==> src/sv/spbu_pkg.sv <==
`timescale 1ns / 1ps
package spbu_pkg;

	localparam int COORD_WIDTH_DEF = 32;
	localparam int FIELD_W         = 32;
	localparam int LEN_W           = 31;
	localparam int CNT_W           = 8;
	// signed dividend: covers 2 * (diff - offset * count) + length
	localparam int NUM_W           = 44;
	// divisor: up to twice a box length
	localparam int DEN_W           = 33;
	localparam int MB_W            = 32;
	localparam int PROD_W          = CNT_W + MB_W + 1;
	// working width of result components before saturation
	localparam int RES_W           = 50;
	localparam int CFG_IDX_W       = 3;

	localparam logic [1:0] MODE_DIFF = 2'd0;
	localparam logic [1:0] MODE_VEL  = 2'd1;
	localparam logic [1:0] MODE_WRAP = 2'd2;
	localparam logic [1:0] MODE_TICK = 2'd3;

	localparam logic [1:0] KIND_OPEN     = 2'd0;
	localparam logic [1:0] KIND_PERIODIC = 2'd1;
	localparam logic [1:0] KIND_SHEARED  = 2'd2;

	localparam logic [CFG_IDX_W-1:0] REG_KIND     = 3'd0;
	localparam logic [CFG_IDX_W-1:0] REG_BOX_X    = 3'd1;
	localparam logic [CFG_IDX_W-1:0] REG_BOX_Y    = 3'd2;
	localparam logic [CFG_IDX_W-1:0] REG_BOX_Z    = 3'd3;
	localparam logic [CFG_IDX_W-1:0] REG_ORIGIN_X = 3'd4;
	localparam logic [CFG_IDX_W-1:0] REG_ORIGIN_Y = 3'd5;
	localparam logic [CFG_IDX_W-1:0] REG_ORIGIN_Z = 3'd6;
	localparam logic [CFG_IDX_W-1:0] REG_SHEAR    = 3'd7;

	typedef struct packed {
		logic [1:0]                mode;
		logic signed [FIELD_W-1:0] a_x;
		logic signed [FIELD_W-1:0] a_y;
		logic signed [FIELD_W-1:0] a_z;
		logic signed [FIELD_W-1:0] b_x;
		logic signed [FIELD_W-1:0] b_y;
		logic signed [FIELD_W-1:0] b_z;
	} in_t;

	typedef struct packed {
		logic signed [FIELD_W-1:0] out_x;
		logic signed [FIELD_W-1:0] out_y;
		logic signed [FIELD_W-1:0] out_z;
		logic signed [CNT_W-1:0]   image_shift_y;
	} out_t;

	function automatic logic signed [CNT_W-1:0] sat8(input logic signed [NUM_W-1:0] v);
		logic signed [NUM_W-1:0] hi;
		logic signed [NUM_W-1:0] lo;
		hi = NUM_W'(127);
		lo = -NUM_W'(128);
		if (v > hi) begin
			sat8 = hi[CNT_W-1:0];
		end else if (v < lo) begin
			sat8 = lo[CNT_W-1:0];
		end else begin
			sat8 = v[CNT_W-1:0];
		end
	endfunction

endpackage

==> src/sv/spbu_div.sv <==
`timescale 1ns / 1ps
// restoring divider, one dividend bit per cycle, floor quotient, nonnegative remainder
module spbu_div (
	input  logic                                clk,
	input  logic                                arst_n,
	input  logic                                start,
	input  logic signed [spbu_pkg::NUM_W-1:0]   num,
	input  logic        [spbu_pkg::DEN_W-1:0]   den,
	output logic                                busy,
	output logic                                done,
	output logic signed [spbu_pkg::NUM_W-1:0]   quo,
	output logic        [spbu_pkg::DEN_W-1:0]   rem
);
	localparam int NW = spbu_pkg::NUM_W;
	localparam int DW = spbu_pkg::DEN_W;
	localparam int CW = $clog2(NW + 1);
	localparam logic [CW-1:0] CNT_FULL = CW'(NW);
	localparam logic [CW-1:0] CNT_LAST = CW'(1);

	logic          busy_q, done_q, neg_q;
	logic [CW-1:0] cnt_q;
	logic [NW-1:0] sh_q;
	logic [DW-1:0] rem_q, den_q;
	logic [DW:0]   trial, diff;
	logic          ge, nz;

	always_comb begin
		trial = {rem_q, sh_q[NW-1]};
		diff  = trial - {1'b0, den_q};
		ge    = trial >= {1'b0, den_q};
		nz    = rem_q != '0;
	end

	always_ff @(posedge clk or negedge arst_n) begin
		if (!arst_n) begin
			busy_q <= 1'b0;
			done_q <= 1'b0;
			cnt_q  <= '0;
		end else begin
			done_q <= 1'b0;
			if (start) begin
				busy_q <= 1'b1;
				cnt_q  <= CNT_FULL;
			end else if (busy_q) begin
				cnt_q <= cnt_q - CW'(1);
				if (cnt_q == CNT_LAST) begin
					busy_q <= 1'b0;
					done_q <= 1'b1;
				end
			end
		end
	end

	always_ff @(posedge clk) begin
		if (start) begin
			neg_q <= num[NW-1];
			sh_q  <= num[NW-1] ? NW'(-num) : NW'(num);
			rem_q <= '0;
			den_q <= den;
		end else if (busy_q) begin
			rem_q <= ge ? diff[DW-1:0] : trial[DW-1:0];
			sh_q  <= {sh_q[NW-2:0], ge};
		end
	end

	// negative dividend: fold magnitude result back to floor form
	assign quo  = neg_q ? (nz ? $signed(~sh_q) : $signed(-sh_q)) : $signed(sh_q);
	assign rem  = (neg_q && nz) ? den_q - rem_q : rem_q;
	assign busy = busy_q;
	assign done = done_q;

endmodule

==> src/sv/spbu_mul.sv <==
`timescale 1ns / 1ps
// serial shift-add multiplier: signed count times unsigned length or shear offset, one count bit per cycle
module spbu_mul (
	input  logic                                 clk,
	input  logic                                 arst_n,
	input  logic                                 start,
	input  logic signed [spbu_pkg::CNT_W-1:0]    a,
	input  logic        [spbu_pkg::MB_W-1:0]     b,
	output logic                                 busy,
	output logic                                 done,
	output logic signed [spbu_pkg::PROD_W-1:0]   prod
);
	localparam int AW = spbu_pkg::CNT_W;
	localparam int PW = spbu_pkg::PROD_W;
	localparam int IW = $clog2(AW);
	localparam logic [IW-1:0] IDX_LAST = IW'(AW - 1);

	logic                 busy_q, done_q;
	logic [IW-1:0]        idx_q;
	logic [AW-1:0]        a_q;
	logic signed [PW-1:0] b_q, acc_q;

	always_ff @(posedge clk or negedge arst_n) begin
		if (!arst_n) begin
			busy_q <= 1'b0;
			done_q <= 1'b0;
			idx_q  <= '0;
		end else begin
			done_q <= 1'b0;
			if (start) begin
				busy_q <= 1'b1;
				idx_q  <= '0;
			end else if (busy_q) begin
				idx_q <= idx_q + IW'(1);
				if (idx_q == IDX_LAST) begin
					busy_q <= 1'b0;
					done_q <= 1'b1;
				end
			end
		end
	end

	always_ff @(posedge clk) begin
		if (start) begin
			a_q   <= a;
			b_q   <= $signed({{(PW - spbu_pkg::MB_W){1'b0}}, b});
			acc_q <= '0;
		end else if (busy_q) begin
			// sign bit of the count carries negative weight
			if (a_q[0]) begin
				acc_q <= (idx_q == IDX_LAST) ? acc_q - b_q : acc_q + b_q;
			end
			a_q <= a_q >> 1;
			b_q <= b_q <<< 1;
		end
	end

	assign prod = acc_q;
	assign busy = busy_q;
	assign done = done_q;

endmodule

==> src/sv/sheared_periodic_boundary_unit.sv <==
`timescale 1ns / 1ps
// Open kind or velocity difference go straight to the result; sheared velocity runs one
// multiply; tick one divide; periodic position/wrap three divides, sheared also two multiplies.
// Throughput: one transaction at a time; the serial divider (one dividend bit per cycle)
// run three times per periodic request sets the rate.
// Reset (arst_n low, async): registers back to defaults, shear offset and stored count zero.
module sheared_periodic_boundary_unit #(
	parameter int COORD_WIDTH = spbu_pkg::COORD_WIDTH_DEF
) (
	input  logic                               clk,
	input  logic                               arst_n,
	input  logic                               in_valid,
	output logic                               in_stall,
	input  spbu_pkg::in_t                      in_data,
	output logic                               out_valid,
	input  logic                               out_stall,
	output spbu_pkg::out_t                     out_data,
	input  logic                               cfg_we,
	input  logic [spbu_pkg::CFG_IDX_W-1:0]     cfg_addr,
	input  logic [spbu_pkg::FIELD_W-1:0]       cfg_wdata
);
	localparam int RW = spbu_pkg::RES_W;
	localparam int NW = spbu_pkg::NUM_W;
	localparam int DW = spbu_pkg::DEN_W;
	localparam int LW = spbu_pkg::LEN_W;
	localparam int FW = spbu_pkg::FIELD_W;
	localparam int KW = spbu_pkg::CNT_W;
	localparam int PW = spbu_pkg::PROD_W;

	localparam logic signed [RW-1:0] C_HI = RW'((64'sd1 <<< (COORD_WIDTH - 1)) - 64'sd1);
	localparam logic signed [RW-1:0] C_LO = -C_HI - RW'(1);

	// sequencer states
	localparam logic [3:0] S_IDLE = 4'd0;
	localparam logic [3:0] S_YDIV = 4'd1;
	localparam logic [3:0] S_XMUL = 4'd2;
	localparam logic [3:0] S_XDIV = 4'd3;
	localparam logic [3:0] S_YMUL = 4'd4;
	localparam logic [3:0] S_ZDIV = 4'd5;
	localparam logic [3:0] S_TDIV = 4'd6;
	localparam logic [3:0] S_VMUL = 4'd7;
	localparam logic [3:0] S_DONE = 4'd8;

	function automatic logic signed [RW-1:0] ext(input logic signed [FW-1:0] f);
		ext = {{(RW - FW){f[FW-1]}}, f};
	endfunction

	function automatic logic signed [FW-1:0] sat_coord(input logic signed [RW-1:0] v);
		logic signed [RW-1:0] t;
		t = v;
		if (t > C_HI) begin
			t = C_HI;
		end
		if (t < C_LO) begin
			t = C_LO;
		end
		sat_coord = t[FW-1:0];
	endfunction

	// configuration
	logic [1:0]           kind_reg_q;
	logic [LW-1:0]        box_x_q, box_y_q, box_z_q, shear_step_q;
	logic signed [FW-1:0] org_x_q, org_y_q, org_z_q;

	// persistent state
	logic [FW-1:0]        shear_off_q;
	logic signed [KW-1:0] last_shift_q;

	// sequencer and datapath
	logic [3:0]           state_q;
	logic                 run_q;
	logic [1:0]           mode_q, kind_q;
	logic signed [RW-1:0] x_q, y_q, z_q;
	logic signed [KW-1:0] cnt_q, c_q;
	logic                 out_valid_q;
	spbu_pkg::out_t       out_q;

	logic [LW-1:0]        lx, ly, lz, len_sel;
	logic signed [FW-1:0] org_sel;
	logic signed [RW-1:0] v_sel, len_ext, org_ext, rem_ext, num_wide, axis_res, near_t;
	logic                 near;
	logic                 div_start, div_busy, div_done;
	logic signed [NW-1:0] div_num, div_quo;
	logic [DW-1:0]        div_den, div_rem;
	logic                 mul_start, mul_busy, mul_done;
	logic signed [KW-1:0] mul_a;
	logic [spbu_pkg::MB_W-1:0] mul_b;
	logic signed [PW-1:0] mul_prod;
	logic signed [RW-1:0] prod_ext;
	logic signed [KW-1:0] q_sat;
	logic                 is_div_st, is_mul_st, sheared;

	// zero box length acts as one
	assign lx = (box_x_q == '0) ? LW'(1) : box_x_q;
	assign ly = (box_y_q == '0) ? LW'(1) : box_y_q;
	assign lz = (box_z_q == '0) ? LW'(1) : box_z_q;

	assign sheared   = kind_q == spbu_pkg::KIND_SHEARED;
	assign near      = mode_q == spbu_pkg::MODE_DIFF;
	assign is_div_st = (state_q == S_YDIV) || (state_q == S_XDIV) ||
	                   (state_q == S_ZDIV) || (state_q == S_TDIV);
	assign is_mul_st = (state_q == S_XMUL) || (state_q == S_YMUL) || (state_q == S_VMUL);
	assign div_start = is_div_st && !run_q;
	assign mul_start = is_mul_st && !run_q;

	// axis operands for the divider
	always_comb begin
		case (state_q)
			S_YDIV: begin
				v_sel   = y_q;
				len_sel = ly;
				org_sel = org_y_q;
			end
			S_XDIV: begin
				v_sel   = x_q;
				len_sel = lx;
				org_sel = org_x_q;
			end
			default: begin
				v_sel   = z_q;
				len_sel = lz;
				org_sel = org_z_q;
			end
		endcase
		len_ext = $signed({{(RW - LW){1'b0}}, len_sel});
		org_ext = ext(org_sel);
		rem_ext = $signed({{(RW - DW){1'b0}}, div_rem});
		if (state_q == S_TDIV) begin
			num_wide = $signed({{(RW - FW){1'b0}}, shear_off_q}) +
			           $signed({{(RW - LW){1'b0}}, shear_step_q});
			div_den  = {{(DW - LW){1'b0}}, lx};
		end else if (near) begin
			// nearest image: floor((2r + L) / 2L)
			num_wide = (v_sel <<< 1) + len_ext;
			div_den  = {{(DW - LW - 1){1'b0}}, len_sel, 1'b0};
		end else begin
			num_wide = v_sel - org_ext;
			div_den  = {{(DW - LW){1'b0}}, len_sel};
		end
		div_num = num_wide[NW-1:0];
		// r - q*L from the remainder alone: (m - L) / 2, or origin + m for wrap
		near_t   = rem_ext - len_ext;
		axis_res = near ? (near_t >>> 1) : (org_ext + rem_ext);
		q_sat    = spbu_pkg::sat8(div_quo);
	end

	// multiplier operands
	always_comb begin
		case (state_q)
			S_XMUL: begin
				mul_a = c_q;
				mul_b = shear_off_q;
			end
			S_VMUL: begin
				mul_a = last_shift_q;
				mul_b = {1'b0, ly};
			end
			default: begin
				mul_a = c_q;
				mul_b = {1'b0, ly};
			end
		endcase
		prod_ext = {{(RW - PW){mul_prod[PW-1]}}, mul_prod};
	end

	spbu_div u_div (
		.clk    (clk),
		.arst_n (arst_n),
		.start  (div_start),
		.num    (div_num),
		.den    (div_den),
		.busy   (div_busy),
		.done   (div_done),
		.quo    (div_quo),
		.rem    (div_rem)
	);

	spbu_mul u_mul (
		.clk    (clk),
		.arst_n (arst_n),
		.start  (mul_start),
		.a      (mul_a),
		.b      (mul_b),
		.busy   (mul_busy),
		.done   (mul_done),
		.prod   (mul_prod)
	);

	// control and persistent state
	always_ff @(posedge clk or negedge arst_n) begin
		if (!arst_n) begin
			kind_reg_q   <= spbu_pkg::KIND_OPEN;
			box_x_q      <= LW'(1048576);
			box_y_q      <= LW'(1048576);
			box_z_q      <= LW'(1048576);
			org_x_q      <= '0;
			org_y_q      <= '0;
			org_z_q      <= '0;
			shear_step_q <= '0;
			shear_off_q  <= '0;
			last_shift_q <= '0;
			state_q      <= S_IDLE;
			run_q        <= 1'b0;
			out_valid_q  <= 1'b0;
		end else begin
			if (cfg_we) begin
				case (cfg_addr)
					spbu_pkg::REG_KIND:     kind_reg_q   <= cfg_wdata[1:0];
					spbu_pkg::REG_BOX_X:    box_x_q      <= cfg_wdata[LW-1:0];
					spbu_pkg::REG_BOX_Y:    box_y_q      <= cfg_wdata[LW-1:0];
					spbu_pkg::REG_BOX_Z:    box_z_q      <= cfg_wdata[LW-1:0];
					spbu_pkg::REG_ORIGIN_X: org_x_q      <= $signed(cfg_wdata);
					spbu_pkg::REG_ORIGIN_Y: org_y_q      <= $signed(cfg_wdata);
					spbu_pkg::REG_ORIGIN_Z: org_z_q      <= $signed(cfg_wdata);
					spbu_pkg::REG_SHEAR:    shear_step_q <= cfg_wdata[LW-1:0];
					default: ;
				endcase
			end

			if (div_start || mul_start) begin
				run_q <= 1'b1;
			end else if (div_done || mul_done) begin
				run_q <= 1'b0;
			end

			// load a new result, or drop the one just taken
			if (state_q == S_DONE && (!out_valid_q || !out_stall)) begin
				out_valid_q <= 1'b1;
			end else if (out_valid_q && !out_stall) begin
				out_valid_q <= 1'b0;
			end

			case (state_q)
				S_IDLE: begin
					if (in_valid) begin
						case (in_data.mode)
							spbu_pkg::MODE_TICK: state_q <= S_TDIV;
							spbu_pkg::MODE_VEL: begin
								state_q <= (kind_reg_q == spbu_pkg::KIND_SHEARED) ?
								           S_VMUL : S_DONE;
							end
							default: begin
								state_q <= (kind_reg_q == spbu_pkg::KIND_PERIODIC ||
								            kind_reg_q == spbu_pkg::KIND_SHEARED) ?
								           S_YDIV : S_DONE;
							end
						endcase
					end
				end
				S_YDIV: begin
					if (div_done) begin
						state_q <= sheared ? S_XMUL : S_XDIV;
						if (sheared && near) begin
							last_shift_q <= q_sat;
						end
					end
				end
				S_XMUL: if (mul_done) state_q <= S_XDIV;
				S_XDIV: if (div_done) state_q <= sheared ? S_YMUL : S_ZDIV;
				S_YMUL: if (mul_done) state_q <= S_ZDIV;
				S_ZDIV: if (div_done) state_q <= S_DONE;
				S_TDIV: begin
					if (div_done) begin
						shear_off_q <= div_rem[FW-1:0];
						state_q     <= S_DONE;
					end
				end
				S_VMUL: if (mul_done) state_q <= S_DONE;
				S_DONE: begin
					if (!out_valid_q || !out_stall) begin
						state_q <= S_IDLE;
					end
				end
				default: state_q <= S_IDLE;
			endcase
		end
	end

	// datapath payload
	always_ff @(posedge clk) begin
		case (state_q)
			S_IDLE: begin
				if (in_valid) begin
					mode_q <= in_data.mode;
					kind_q <= (kind_reg_q == spbu_pkg::KIND_SHEARED ||
					           kind_reg_q == spbu_pkg::KIND_PERIODIC) ?
					          kind_reg_q : spbu_pkg::KIND_OPEN;
					cnt_q  <= '0;
					case (in_data.mode)
						spbu_pkg::MODE_WRAP: begin
							x_q <= ext(in_data.a_x);
							y_q <= ext(in_data.a_y);
							z_q <= ext(in_data.a_z);
						end
						spbu_pkg::MODE_TICK: begin
							x_q <= '0;
							y_q <= '0;
							z_q <= '0;
						end
						default: begin
							x_q <= ext(in_data.b_x) - ext(in_data.a_x);
							y_q <= ext(in_data.b_y) - ext(in_data.a_y);
							z_q <= ext(in_data.b_z) - ext(in_data.a_z);
						end
					endcase
				end
			end
			S_YDIV: begin
				if (div_done) begin
					cnt_q <= q_sat;
					c_q   <= q_sat;
					// plain periodic keeps the full count in the remainder
					if (!sheared) begin
						y_q <= axis_res;
					end
				end
			end
			S_XMUL: if (mul_done) x_q <= x_q - prod_ext;
			S_XDIV: if (div_done) x_q <= axis_res;
			S_YMUL: if (mul_done) y_q <= y_q - prod_ext;
			S_ZDIV: if (div_done) z_q <= axis_res;
			S_VMUL: begin
				if (mul_done) begin
					x_q   <= x_q - prod_ext;
					cnt_q <= last_shift_q;
				end
			end
			S_DONE: begin
				if (!out_valid_q || !out_stall) begin
					out_q.out_x         <= sat_coord(x_q);
					out_q.out_y         <= sat_coord(y_q);
					out_q.out_z         <= sat_coord(z_q);
					out_q.image_shift_y <= cnt_q;
				end
			end
			default: ;
		endcase
	end

	assign in_stall  = state_q != S_IDLE;
	assign out_valid = out_valid_q;
	assign out_data  = out_q;

`ifndef SYNTHESIS
	a_busy_after_accept: assert property (@(posedge clk) disable iff (!arst_n)
		(in_valid && !in_stall) |=> in_stall)
		else $error("accepted transaction did not raise stall");

	a_one_unit: assert property (@(posedge clk) disable iff (!arst_n)
		!(div_busy && mul_busy))
		else $error("divider and multiplier active together");

	a_offset_only_on_tick: assert property (@(posedge clk) disable iff (!arst_n)
		!$stable(shear_off_q) |-> $past(state_q == S_TDIV))
		else $error("shear offset changed outside a tick");
`endif

endmodule

==> config.mk <==
export PLATFORM = sky130hd
export DESIGN_NAME = sheared_periodic_boundary_unit
export DESIGN_NICKNAME = d
export VERILOG_FILES = /design/src/sv/spbu_pkg.sv /design/src/sv/spbu_div.sv /design/src/sv/spbu_mul.sv /design/src/sv/sheared_periodic_boundary_unit.sv
export SDC_FILE = /design/constraint.sdc
export NUM_CORES = 2
export LEC_CHECK = 0
export BUFFER_PORTS_ARGS = -buffer_cell sky130_fd_sc_hd__buf_4
export CAP_MARGIN = 10
export CORE_ASPECT_RATIO = 1.75
export CORE_MARGIN = 2
export CORE_UTILIZATION = 35
export DETAILED_ROUTE_END_ITERATION = 16
export GPL_TIMING_DRIVEN = 1
export PLACE_DENSITY = 0.48
export RECOVER_POWER = 50
export SLEW_MARGIN = 10
export SYNTH_ARGS = -nofsm -noshare
export SYNTH_HDL_FRONTEND = slang
export SYNTH_SLANG_ARGS = --single-unit
==> constraint.sdc <==
create_clock -name clk -period 12.3 [get_ports clk]
set_clock_uncertainty 0.05 [all_clocks]
set_input_delay 0.615 -clock clk [delete_from_list [all_inputs] [get_ports clk]]
set_output_delay 0.615 -clock clk [all_outputs]
set_load 0.01 [all_outputs]
# Word level (Yosys, flattened, before mapping)
# Cells that the tools add are included.
# totals
output_inout_bits	106
ff_bits	756
# op_classes
n_bitwise	2
reduce_logical	56
addsub	18
n_eq_ne	34
order_cmp	9
mux	88
# ops
cell	count
50-bit two-way mux	18
50-bit one-hot mux with 2 select lines	4
44-bit two-way mux	7
50-bit one-hot mux with 3 select lines	2
31-bit two-way mux	5
50-bit by 32-bit > comparator with 1-bit output, second input constant	3
50-bit by 32-bit less-than comparator with 1-bit output, second input constant	3
50-bit by 41-bit subtractor with 50-bit output	2
32-bit by 32-bit subtractor with 33-bit output	3
32-bit two-way mux	3
31-bit logical NOT	3
44-bit negator	2
44-bit one-hot mux with 2 select lines	1
33-bit two-way mux	2
33-bit subtractor	2
8-bit two-way mux	8
32-bit one-hot mux with 2 select lines	1
31-bit one-hot mux with 2 select lines	1
44-bit by 32-bit adder with 44-bit output	1
44-bit by 8-bit > comparator with 1-bit output, second input constant	1
44-bit by 8-bit less-than comparator with 1-bit output, second input constant	1
44-bit inverter	1
44-bit by 32-bit subtractor with 44-bit output	1
41-bit adder	1
44 further kinds	131

# Depth between registers and ports, before layout
# depth
word_depth	9
depth_mapped	32
mapped_depth_nobuf	32

# Hierarchy
# From an unflattened synthesis, not the netlist that was laid out.
# unflattened
cells_unflattened	7147
area_unflattened_um2	61799.3
# by_module_without_submodules
mod	instances	area_per_inst_um2	cells_each
sheared_periodic_boundary_unit	1	44636.6	5099
spbu_div	1	10431.3	1275
spbu_mul	1	6731.5	773

# Least setup slack after synthesis
# OpenSTA, ideal clock, no wires.
# synth_path
path_kind	flip-flop to flip-flop
start	register state_q[1]
end	register y_q[0], enable pin
stages_incl_launch_ff	10
required_time_ps	11651
synth_period_minus_slack_ps	8226
t_arrival_ps	7577
n_path_buf	4
path_slack_ps	4074
cell_sequence	dfrtp_1 buf_4 buf_1 buf_1 clkbuf_1 nor2_1 nand2_1 o22ai_1 o21bai_1 nor4b_1
# synth_between
elab_chain_cells	3
elab_cells_between_ends	9
# synth_rtl
element	line	source
from (decl)	sheared_periodic_boundary_unit.sv:70	logic [3:0] state_q;
from (signal assigned)	sheared_periodic_boundary_unit.sv:239	state_q <= (kind_reg_q == spbu_pkg::KIND_SHEARED) ?
from (signal assigned)	sheared_periodic_boundary_unit.sv:243	state_q <= (kind_reg_q == spbu_pkg::KIND_PERIODIC ||
from (signal assigned)	sheared_periodic_boundary_unit.sv:252	state_q <= sheared ? S_XMUL : S_XDIV;
4-bit by 1-bit == test with 1-bit output (tied with other cells)	sheared_periodic_boundary_unit.sv:281	case (state_q)
2-bit inequality test (no line) (tied with other cells)	n/a	
5-bit AND reduction (no line) *	n/a	
to (signal assigned)	sheared_periodic_boundary_unit.sv:292	y_q <= ext(in_data.a_y);
to (signal assigned)	sheared_periodic_boundary_unit.sv:302	y_q <= ext(in_data.b_y) - ext(in_data.a_y);
to (signal assigned)	sheared_periodic_boundary_unit.sv:314	y_q <= axis_res;
to (decl)	sheared_periodic_boundary_unit.sv:73	logic signed [RW-1:0] x_q, y_q, z_q;
# Mark *: on every way between the ends. The rest lies on a longest branch, timed or not.
# A chain may end at the register's enable or synchronous reset.

# Final worst setup path
# layout_path
start	register state_q[1]
end	register u_div.sh_q[37], data pin
# layout_between
elab_chain_cells	8
elab_cells_between_ends	18
# layout_rtl
element	line	source
4-bit by 2-bit == test with 1-bit output or 4-bit by 1-bit == test with 1-bit output (tied branches)	sheared_periodic_boundary_unit.sv:100, sheared_periodic_boundary_unit.sv:108	
44-bit one-hot mux with 2 select lines (tied with other cells)	sheared_periodic_boundary_unit.sv:108	case (state_q)
44-bit by 32-bit subtractor with 44-bit output or 44-bit by 32-bit adder with 44-bit output (tied branches)	sheared_periodic_boundary_unit.sv:137, sheared_periodic_boundary_unit.sv:134	
44-bit two-way mux	sheared_periodic_boundary_unit.sv:132	end else if (near) begin
44-bit two-way mux	sheared_periodic_boundary_unit.sv:128	if (state_q == S_TDIV) begin
44-bit negator	spbu_div.sv:57	sh_q <= num[NW-1] ? NW'(-num) : NW'(num);
44-bit two-way mux	spbu_div.sv:57	
44-bit two-way mux *	spbu_div.sv:55	if (start) begin
to (signal assigned)	spbu_div.sv:57	
to (signal assigned)	spbu_div.sv:62	sh_q <= {sh_q[NW-2:0], ge};
to (decl)	spbu_div.sv:22	logic [NW-1:0] sh_q;
# Marked as above.

==> metrics.log <==
[metrics] vertical die dimension: 559 um
[metrics] post-synthesis register bit count: 740
[metrics] CTS buffer count: 83
[metrics] final wirelength: 267 mm
[metrics] fraction of final layout cells sized beyond drive strength 1: 11.7%
[metrics] vias after detailed routing: 56,786
[metrics] area grow syn2layout: 12.8%
[metrics] number of antenna violations at the first check in global routing: 15
[metrics] portion of the post-synthesis area used by sequential elements: 32.5%
[metrics] iteration-0 DRC count of the detailed router: 4,059
[metrics] prevailing post-synth register cell: sky130_fd_sc_hd__edfxtp_1
[metrics] input/output buffers: 339
[metrics] critical path start-end classification: reg2reg
[metrics] Crit Reg-Reg Startpoint: state_q[1]$_DFFE_PN0P_
[metrics] endpoint class of the critical path: flop
[metrics] category of the worst setup path launch point: flop
[metrics] fill cell total of the finished layout: 17,978
[metrics] gp weighted congestion: 0.970
[metrics] Critical R2R Capture: u_div.sh_q[37]$_DFFE_PP_
[metrics] Netlist cell types: 108
[metrics] violated checks: max-capacitance violations, max-slew violations
[metrics] clock net sink count: 740
[metrics] setup repair after global routing missed its margin: no
[metrics] Hold Path Class: in2reg
[metrics] worst hold path depth: 2
[metrics] most common library cell in the layout ignoring fill and taps: sky130_fd_sc_hd__nand2_1
[metrics] clock period minus final worst setup slack: 9.99 ns
[metrics] Initial Util: 35.2%
[metrics] Multi-input gate area: 39,100 um^2
[metrics] Clock Latency Late Sink: 0.71 ns
[metrics] buffer cell driving the clock tree root: sky130_fd_sc_hd__clkbuf_16
[metrics] async set-or-reset flop fraction in the synthesized netlist: 38.0%
[metrics] horizontal die dimension: 321 um
[metrics] aggregate global-route resource usage: 29.1%
[metrics] arrival time of the worst setup path: 10.36 ns
[metrics] drt via density: 5.82
[metrics] clock transition at the registers of the reported paths: 0.07 ns
[metrics] Max Freq: 100 MHz
[metrics] Detail Placement HPWL: 215 mm
[metrics] synthesis warning total: 0
[metrics] worst reg-to-reg setup slack: 2.31 ns
[metrics] minimum setup slack after placement: 2.47 ns
[metrics] number of instances in the synthesized netlist: 7,151
[metrics] drc violations: 0
[metrics] Die Outline Area: 179,000 um^2
[metrics] vias in the first global route: 58,019
[metrics] Register-to-Register Path Depth: 15
[metrics] Max H-tree Level: 3
[metrics] Max Cap Violations: 20
[metrics] core footprint: 175,000 um^2
[metrics] number of enable-type register cells in the synthesized netlist: 376
[metrics] post-synthesis area per instance: 8.61 um^2
[metrics] cell count after placement: 9,591
[metrics] final-report setup violation count: 0
[metrics] pin count of the biggest net entering global routing: 109
[metrics] non-filler instance count after layout: 9,751
[metrics] Post-Syn Nets: 7,861
[metrics] max-slew violations: 753
[metrics] maximum fanout along the worst path: 83
[metrics] data required time of the worst path: 12.67 ns
[metrics] number of cell rows: 203
[metrics] wire length of the first global-routing pass: 387 mm
[metrics] hold path start: cfg_wdata[31]
[metrics] setup ws final: 2.31 ns
[metrics] Final Net Count: 8,132
[metrics] CTS tree: yes
[metrics] worst relative slew slack: -318%
[metrics] Post-Syn Area: 61,600 um^2
[metrics] Ports: 340
[metrics] commonest non-fill, non-tap cells in the layout: 656 x sky130_fd_sc_hd__nand2_1, 633 x sky130_fd_sc_hd__nor2_1, 612 x sky130_fd_sc_hd__a21oi_1, 530 x sky130_fd_sc_hd__o21ai_0, 463 x sky130_fd_sc_hd__ha_1
[metrics] area taken by flip-flops and latches: 20,000 um^2
[metrics] worst min-delay path endpoint: org_z_q[31]$_DFFE_PN0P_
[metrics] Antenna Violating Nets Remaining: 0
[metrics] outcome: finished, violations left
[metrics] final sum of negative setup slack: 0 ns
[metrics] Final Hold Violating Endpoints: 0
[metrics] total congestion overflow: 0
[metrics] DR WL/cell: 27.4 um
[metrics] pin slew with the least headroom to its limit: 6.27 ns
[metrics] maximum count of clock buffers along a single path: 3
[metrics] Final Cycle Share: 81.2%
[metrics] number of search-and-repair iterations in the first detailed-routing pass: 6
==> registers in the layout, indices dropped and copies added (netlist names), 31 cells and up <==
| signal | cells |
|---|---|
| out_data | 104 |
| x_q | 50 |
| y_q | 50 |
| u_div.sh_q | 44 |
| u_mul.b_q | 41 |
| u_mul.prod | 41 |
| z_q | 35 |
| u_div.rem_q | 33 |
| org_x_q | 32 |
| org_y_q | 32 |
| org_z_q | 32 |
| shear_off_q | 32 |
| u_div.den_q | 32 |
| box_x_q | 31 |
| box_y_q | 31 |
| box_z_q | 31 |
| shear_step_q | 31 |
==> cells by family after synthesis <==
family / after synthesis / share of synthesized area (%)
XOR/XNOR: 503 / 7.15
flip-flops: 740 / 32.5
AND/OR/NAND/NOR: 2126 / 16.2
AO/OA/AOI/OAI: 2153 / 22.1
buffers and inverters: 700 / 4.29
multiplexers: 447 / 7.83
adder cells (fa/ha/maj): 482 / 9.93
==> through the flow <==
stage | cell area, um^2 | util [%] | hold slack (ns)
finish | 69500 | 39.8 | 0.127
global placement | 67100 | 38.4 | 0.352
CTS | 70000 | 40.1 | 0.0902
detailed placement | 67100 | 38.4 | 0.358
floorplan | 61600 | - | 0.269
global route | 69500 | 39.8 | 0.119
==> worst max-delay path by stage <==
stage                                  endpoint  slack, ns                    startpoint
finish                 u_div.sh_q[37]$_DFFE_PP_       2.31        state_q[1]$_DFFE_PN0P_
detailed placement            y_q[48]$_DFFE_PP_       2.47  u_div.rem_q[24]$_SDFFE_PP0P_
CTS                           x_q[34]$_DFFE_PP_       2.43  u_div.rem_q[24]$_SDFFE_PP0P_
global placement              y_q[41]$_DFFE_PP_       2.62  u_div.rem_q[24]$_SDFFE_PP0P_
floorplan                      y_q[0]$_DFFE_PP_       4.07        state_q[1]$_DFFE_PN0P_
global route        last_shift_q[5]$_DFFE_PN0P_       1.36                        arst_n
==> per-layer routing <==
metal	global-route usage, %	wire [um]	share of wire [%]
met2	54.3	139000	52
met3	3.77	12200	4.6
met5	0	13	0.0049
met4	16.6	17900	6.7
met1	31.1	98300	37
==> final cells by class <==
cell class                 count  area share [%]
antenna                        4          0.0144
clock buffer                 109            3.41
clock inverter                46           0.726
inverter                     397            2.14
multi-input combinational   5711            56.2
sequential                   740            28.8
tap                         2255            4.06
timing repair buffer         489            4.63
==> synthesized netlist by cell type, drive strengths merged, types with 178 or more instances <==
master	count	area, um^2
mux2i	184	1860
inv	397	1490
a21oi	613	3070
mux2	263	2960
a21o	228	1710
ha	463	5790
clkbuf	252	947
dfrtp	278	6960
xnor2	325	2850
nand2	658	2470
xor2	178	1560
edfxtp	376	11300
o21ai	551	2760
nor2	646	2430
==> critical path: stages, from the launching register on <==
cell                       delay [ns]
sky130_fd_sc_hd__dfrtp_1         2.11
sky130_fd_sc_hd__buf_12          0.57
sky130_fd_sc_hd__nand2b_1        0.31
sky130_fd_sc_hd__nor2_4          0.14
sky130_fd_sc_hd__clkbuf_1        2.26
sky130_fd_sc_hd__a211oi_1        0.12
sky130_fd_sc_hd__a21oi_1         1.07
sky130_fd_sc_hd__nand4_1         0.29
sky130_fd_sc_hd__or4_1           0.64
sky130_fd_sc_hd__nor2_1          0.17
sky130_fd_sc_hd__nand4_1         0.27
sky130_fd_sc_hd__nor3_1          0.55
sky130_fd_sc_hd__nor4b_2         0.60
sky130_fd_sc_hd__a21oi_1         0.17
sky130_fd_sc_hd__xnor2_1         0.19
sky130_fd_sc_hd__o21ai_0         0.09
==> what timing repair did <==
action / 4_1_cts / 5_1_grt
endpoints found under the hold margin: 98 / 0
gates resized for setup: 0 / 0
buffers inserted: 0 / 0
hold buffers: 1 / 0
Power is left out: the tool's default activity adds up to more than one toggle a clock period on the data nets, which glitch-free logic cannot reach.
